[config.mk]
export PLATFORM = sky130hd
export DESIGN_NAME = r2p_rot_stage
export DESIGN_NICKNAME = d
export VERILOG_FILES = /design/src/rtl/r2p_pkg.sv /design/src/rtl/r2p_rot_stage.sv
export SDC_FILE = /design/constraint.sdc
export NUM_CORES = 1
export LEC_CHECK = 0
export BUFFER_PORTS_ARGS = -buffer_cell sky130_fd_sc_hd__buf_2
export CAP_MARGIN = 20
export CORE_ASPECT_RATIO = 0.5
export CORE_UTILIZATION = 45
export CTS_CLUSTER_DIAMETER = 100
export DETAILED_ROUTE_END_ITERATION = 16
export PLACE_DENSITY = 0.67
export SLEW_MARGIN = 20
export SYNTH_ARGS = -nofsm -noshare
export SYNTH_HDL_FRONTEND = slang
export SYNTH_SLANG_ARGS = --single-unit
[constraint.sdc]
create_clock -name clk -period 4.94 [get_ports clk]
set_input_delay 0.988 -clock clk [delete_from_list [all_inputs] [get_ports clk]]
set_output_delay 0.988 -clock clk [all_outputs]
set_load 0.005 [all_outputs]
[src/rtl/r2p_pkg.sv]
`timescale 1ns / 1ps

package r2p_pkg;

  localparam int COORD_BITS    = 16;
  localparam int MAG_BITS      = 16;
  localparam int ANGLE_BITS    = 16;
  localparam int CORDIC_STAGES = 16;
  localparam int MAX_STAGES    = 32;

  // Datapath: 16 fraction guard bits on x/y, headroom for pre-rotation and CORDIC gain.
  localparam int GUARD_BITS = 16;
  localparam int XW         = COORD_BITS + GUARD_BITS + 3;
  // Angle accumulator, Q2.30 radians with headroom for the accumulated sum.
  localparam int Z_FRAC = 30;
  localparam int ZW     = Z_FRAC + 4;

  localparam int HALF_PI_Q30  = 1686629713;
  localparam int INV_GAIN_W   = 30;
  localparam int INV_GAIN_Q30 = 652032874;
  localparam int GAIN_FRAC    = 30;
  localparam int DEG_K_W      = 22;
  localparam int DEG_K_Q16    = 3754936;
  localparam int RAD_SHIFT    = 17;
  localparam int DEG_SHIFT    = 39;
  localparam int RAD_LIMIT    = 25736;
  localparam int DEG_LIMIT    = 23040;

  typedef struct packed {
    logic signed [COORD_BITS-1:0] x_coord;
    logic signed [COORD_BITS-1:0] y_coord;
  } r2p_coord_t;

  typedef struct packed {
    logic        [MAG_BITS-1:0]   magnitude;
    logic signed [ANGLE_BITS-1:0] angle;
  } r2p_polar_t;

  typedef struct packed {
    logic signed [XW-1:0] x;
    logic signed [XW-1:0] y;
    logic signed [ZW-1:0] z;
    logic                 zero;
  } r2p_vec_t;

  // atan(2^-i) in Q2.30, rounded
  function automatic logic signed [ZW-1:0] atan_q30(input int idx);
    case (idx)
      0:  return ZW'(843314857);
      1:  return ZW'(497837829);
      2:  return ZW'(263043837);
      3:  return ZW'(133525159);
      4:  return ZW'(67021687);
      5:  return ZW'(33543516);
      6:  return ZW'(16775851);
      7:  return ZW'(8388437);
      8:  return ZW'(4194283);
      9:  return ZW'(2097149);
      10: return ZW'(1048576);
      11: return ZW'(524288);
      12: return ZW'(262144);
      13: return ZW'(131072);
      14: return ZW'(65536);
      15: return ZW'(32768);
      16: return ZW'(16384);
      17: return ZW'(8192);
      18: return ZW'(4096);
      19: return ZW'(2048);
      20: return ZW'(1024);
      21: return ZW'(512);
      22: return ZW'(256);
      23: return ZW'(128);
      24: return ZW'(64);
      25: return ZW'(32);
      26: return ZW'(16);
      27: return ZW'(8);
      28: return ZW'(4);
      29: return ZW'(2);
      30: return ZW'(1);
      default: return '0;
    endcase
  endfunction

endpackage

[src/rtl/r2p_rot_stage.sv]
`timescale 1ns / 1ps

module r2p_rot_stage #(
  parameter int SHIFT = 0
) (
  input  logic               clk,
  input  logic               rst,
  input  logic               en,
  input  logic               in_valid,
  input  r2p_pkg::r2p_vec_t  in_vec,
  output logic               out_valid,
  output r2p_pkg::r2p_vec_t  out_vec
);
  import r2p_pkg::*;

  localparam logic signed [ZW-1:0] ATAN_STEP = atan_q30(SHIFT);

  logic signed [XW-1:0] x, y, dx, dy;
  logic signed [ZW-1:0] z;
  r2p_vec_t             vec_next;

  assign x  = in_vec.x;
  assign y  = in_vec.y;
  assign z  = in_vec.z;
  assign dx = y >>> SHIFT;
  assign dy = x >>> SHIFT;

  always_comb begin
    vec_next.zero = in_vec.zero;
    if (!y[XW-1]) begin
      vec_next.x = x + dx;
      vec_next.y = y - dy;
      vec_next.z = z + ATAN_STEP;
    end else begin
      vec_next.x = x - dx;
      vec_next.y = y + dy;
      vec_next.z = z - ATAN_STEP;
    end
  end

  always_ff @(posedge clk) begin
    if (rst) begin
      out_valid <= 1'b0;
    end else if (en) begin
      out_valid <= in_valid;
    end
    if (en) begin
      out_vec <= vec_next;
    end
  end

endmodule
* Word-level counts from Yosys, hierarchy flattened
Cells that the tools add are included.
** Storage, ports and cells
- Bits in latches :: 0
- ROM bits :: 0
- Input port bits :: 109
- Register bits after elaboration :: 106
- Logic and storage cells :: 11
- Memories kept :: 0
- Bits in writable memories :: 0
** Operators by class
- $mul :: 0
- Div/mod/pow operators :: 0
- $lt $le $gt $ge :: 0
- Mux-type cells :: 1
- Bitwise gates (word level) :: 0
- Equality and inequality tests :: 0
- Reduce and logical (&&, ||, !) cells :: 0
- Shift operators :: 0
- Add/sub/neg operators :: 5
** Operators by type and width (count)
- two-way mux 104 bit :: 1
- subtractor 35 bit :: 2
- adder 35 bit :: 1
- adder 34 x 31 -> 34 bit (second input constant) :: 1
- subtractor 34 x 31 -> 34 bit (second input constant) :: 1

* Longest topological paths before layout
- Depth in word-level cells :: 2
- Mapped depth :: 15
- Gate-level depth less buffers :: 12

* Worst setup path after synthesis
OpenSTA, ideal clock, no wires.
- Path type :: input-to-reg
- Start point :: input in_vec[69] in the netlist's numbering
- End point :: register out_vec[33] in the netlist's numbering, data pin
- Data arrival time :: 4.000 ns
- Buffers on the path :: 3
- Setup time :: 0.258 ns
- Data required time :: 4.682 ns
- Path slack :: 0.682 ns
- Stages :: 14
- Cell sequence :: clkbuf_1 clkinv_1 clkbuf_1 buf_1 ha_1 a211oi_1 o21ai_0 a21o_1 o21ai_0 o31ai_1 o31ai_1 o21ai_0 a21oi_1 xnor2_1
** RTL lines
- from (decl) :: line r2p_rot_stage.sv:10 : input r2p_pkg::r2p_vec_t in_vec,
- to (signal assigned) :: line r2p_rot_stage.sv:48 : out_vec <= vec_next;
- to (decl) :: line r2p_rot_stage.sv:12 : output r2p_pkg::r2p_vec_t out_vec

==> run_results.csv <==
group,metric,value,unit
outcome,status,"completed",
setup_path,rrSetupSlack,4.36,ns
routing,drt-initial-drc-count,890,
routing,antenna_left,0,
synthesis,ys_seq_elements,105,
routing,drt_first_pass_iters,6,
sta,rsz0062_at_grt,"false",
sta,finalSetupTns,0,ns
layout,fin_nets,1706,
global_route,grt_usage,0.266,
layout,area_delta_synth_final,14.8,%
synthesis,synth_top_area_share,0.284,
sta,setup_violations,0,
sta,max_freq,0.265,GHz
synthesis,synthDominantAreaCellType,"edfxtp_1",
placed_design,dp_hpwl,26.4,mm
global_route,grt_pass1_vias,9869,
layout,fill_cells,2178,
synthesis,synth_edf_count,104,
hold_path,hold_path.class,"register to register",
cts,numCtsBuffers,9,
routing,drt-vias-per-instance,5.83,
synthesis,synth_common_cells,"a21oi_1, ha_1, inv_1, nor2_1, edfxtp_1",
setup_path,worst-r2r-cell-count,2,
sta,min_period_over_period,0.763,
global_route,antenna_found_initial,0,
global_route,grt_max_degree,72,
sta,slew_headroom,0.452,
floorplan,initial_core_util,0.470,
floorplan,ios,215,
power,p_leak,5.63,nW
setup_path,critical-path-slowest-cell,"o31ai_1",
layout,diodes,0,
setup_path,crit_buf_inv,2,
power,ir_worst_vdd,178,uV
synthesis,yosysUniqueCellTypes,83,
setup_path,worstPathCellList,"buf_2, inv_1, ha_1, nor2b_1, o221ai_1, a21oi_2, a41oi_4, o31ai_1, o21a_1, nand2_1, o221ai_1, xnor2_1",
floorplan,die_w,223,um
setup_path,critPathCapture,"out_vec[66]$_DFFE_PP_",
synthesis,async_reset_ff_frac,0,
synthesis,postSynthAreaPerCell,8.62,um^2
synthesis,synth-seq-area-share,0.286,
cts,htree_levels,3,
sta,slew_viol_final,0,
sta,min_period,3.77,ns
routing,drc,0,
cts,cts_resized,0,
sta,timing.hold.ws,0.503,ns
synthesis,synth-main-ff-cell,"edfxtp_1",
floorplan,die_area,0.0251,mm^2
job,maxCapViolCount,0,
global_route,grt_pass1_wl,52.4,mm
sta,finalHoldViolations,0,
synthesis,syn_inst,1274,
floorplan,rows,39,
setup_path,crit_path_end_kind,"register",
cts,path_clk_slew,0.08,ns
layout,drive_above_1_share,0.188,
setup_path,crit_top_cell,"o221ai_1",
layout,multi_input_comb_area,0.00716,mm^2
sta,tightest_slew,0.822,ns
power,powerDensity,269,mW/mm^2
layout,seq_area,0.00314,mm^2
placed_design,io_buffer_count,214,
routing,num_vias,10309,
setup_path,critical_path_required,5.07,ns
setup_path,arrival,3.90,ns
cts,cts_tree,"done",
floorplan,die_y,112,um
setup_path,rr_startpoint,"out_valid$_SDFFE_PP0P_",
cts,cts_buffer_depth,2,
setup_path,critical_path_class,"input port to register",
cts,insertion_delay,0.38,ns
routing,wl_per_cell,18.9,um
global_route,overflow,0,
synthesis,netlist_area,0.0110,mm^2
sta,skew,0,ns
setup_path,critPathLaunchType,"input port",
cts,hold_buffers,0,
synthesis,synthTopCellsByArea,"edfxtp_1, ha_1, a21oi_1, xnor2_1, inv_1",
placed_design,gp_congestion,0.988,
setup_path,critPathTopFamily,"compound AO/OA/AOI/OAI gates",
setup_path,cpPeakStageDelay,0.51,ns
synthesis,syn_nets,1523,
synthesis,yosys_warnings,0,
setup_path,crit_fanout,5,
setup_path,startpoint,"in_vec[36]",
setup_path,r2r-end,"out_valid$_SDFFE_PP0P_",
synthesis,synth_most_common_cell,"a21oi_1",
routing,routed_wl,33.5,mm
setup_path,path_depth,12,
cts,cts_setup_buffers,0,
floorplan,core_area,0.0234,mm^2
cts,cts_root_buf,"clkbuf_16",
cts,cts.sinks,105,
## worst min-delay path, delay by kind of cell, from the launching register on
family / cells / cell delay [ns]
and+or+nand+nor: 1 / 0.08
DFF: 1 / 0.33
muxes: 1 / 0.07
## routing by layer
metal  global-route usage  routed length (um)  vias up
li1                     -                   -     4973
met1                0.360               15200     4874
met2                0.427               15200      401
met3               0.0573                2350       61
met4               0.0814                 726        0
met5                    0                   0        -
## state kept, by name, indices dropped and copies added (netlist names)
register,flops
out_valid,1
out_vec,104
## placed cells by master, fill, tap and decap left out, types with 6 or more instances in the layout
| master | Yosys | final |
|---|---|---|
| a21oi_1 | 158 | 158 |
| or2_2 | 9 | 9 |
| a21o_1 | 28 | 28 |
| buf_2 | 13 | 213 |
| a21boi_0 | 6 | 6 |
| o21ai_0 | 75 | 75 |
| nand2_1 | 64 | 64 |
| ha_1 | 136 | 136 |
| inv_2 | 5 | 6 |
| nor2b_1 | 7 | 7 |
| xor2_1 | 12 | 12 |
| o31ai_1 | 21 | 21 |
| nor3_1 | 17 | 17 |
| o21a_1 | 14 | 14 |
| nand4_1 | 25 | 25 |
| o21bai_1 | 34 | 34 |
| a31oi_1 | 9 | 9 |
| inv_1 | 115 | 115 |
| clkbuf_16 | 0 | 9 |
| o211ai_1 | 19 | 19 |
| nand3_1 | 15 | 15 |
| buf_4 | 2 | 10 |
| nor2_1 | 107 | 107 |
| or3_1 | 9 | 9 |
| mux2i_1 | 24 | 24 |
| nand2b_1 | 14 | 14 |
| a211oi_1 | 12 | 12 |
| xnor2_1 | 85 | 85 |
| edfxtp_1 | 104 | 104 |
## where the power goes
group | switching [mW] | internal (mW)
clock | 0.383 | 0.451
combinational | 0.798 | 0.537
sequential | 0.0434 | 1.18
## logic make-up after synthesis
kind of cell | Yosys count | share of synthesized area
XOR/XNOR | 97 | 0.0774
AND/OR/NAND/NOR | 294 | 0.128
adder cells (fa/ha/maj) | 140 | 0.162
flip-flops | 105 | 0.286
AO/OA/AOI/OAI | 440 | 0.262
multiplexers | 24 | 0.0219
buffers and inverters | 174 | 0.0623
## worst min path at each step
stage	endpoint	slack, ns	startpoint	depth (start not counted)
finish	out_valid$_SDFFE_PP0P_	0.50	out_valid$_SDFFE_PP0P_	2
global route	out_valid$_SDFFE_PP0P_	0.55	out_valid$_SDFFE_PP0P_	2
CTS	out_valid$_SDFFE_PP0P_	0.51	out_valid$_SDFFE_PP0P_	2
detailed placement	out_valid$_SDFFE_PP0P_	0.49	out_valid$_SDFFE_PP0P_	2
global placement	out_valid$_SDFFE_PP0P_	0.47	out_valid$_SDFFE_PP0P_	2
floorplan	out_valid$_SDFFE_PP0P_	0.48	out_valid$_SDFFE_PP0P_	2
## area by class of cell
type / count / area share
clock buffer: 9 / 0.0179
clock inverter: 7 / 0.00804
inverter: 123 / 0.0366
multi-input combinational: 995 / 0.567
sequential: 105 / 0.249
tap: 307 / 0.0305
timing repair buffer: 223 / 0.0905
## per-stage QoR
| step | instances | util | total power, mW | area, um^2 | worst slack [ns] |
|---|---|---|---|---|---|
| after global placement | 1753 | 0.526 | 2.55 | 12300 | 0.875 |
| after floorplan | 1274 | - | 2.08 | 11000 | 0.682 |
| final | 1769 | 0.540 | 3.39 | 12600 | 1.17 |
| after CTS | 1769 | 0.540 | 3.41 | 12600 | 1.25 |
| after global routing | 1769 | 0.540 | 3.58 | 12600 | 1.02 |
| after detailed placement | 1753 | 0.526 | 2.56 | 12300 | 0.828 |
(Power assumes the default switching activity.)
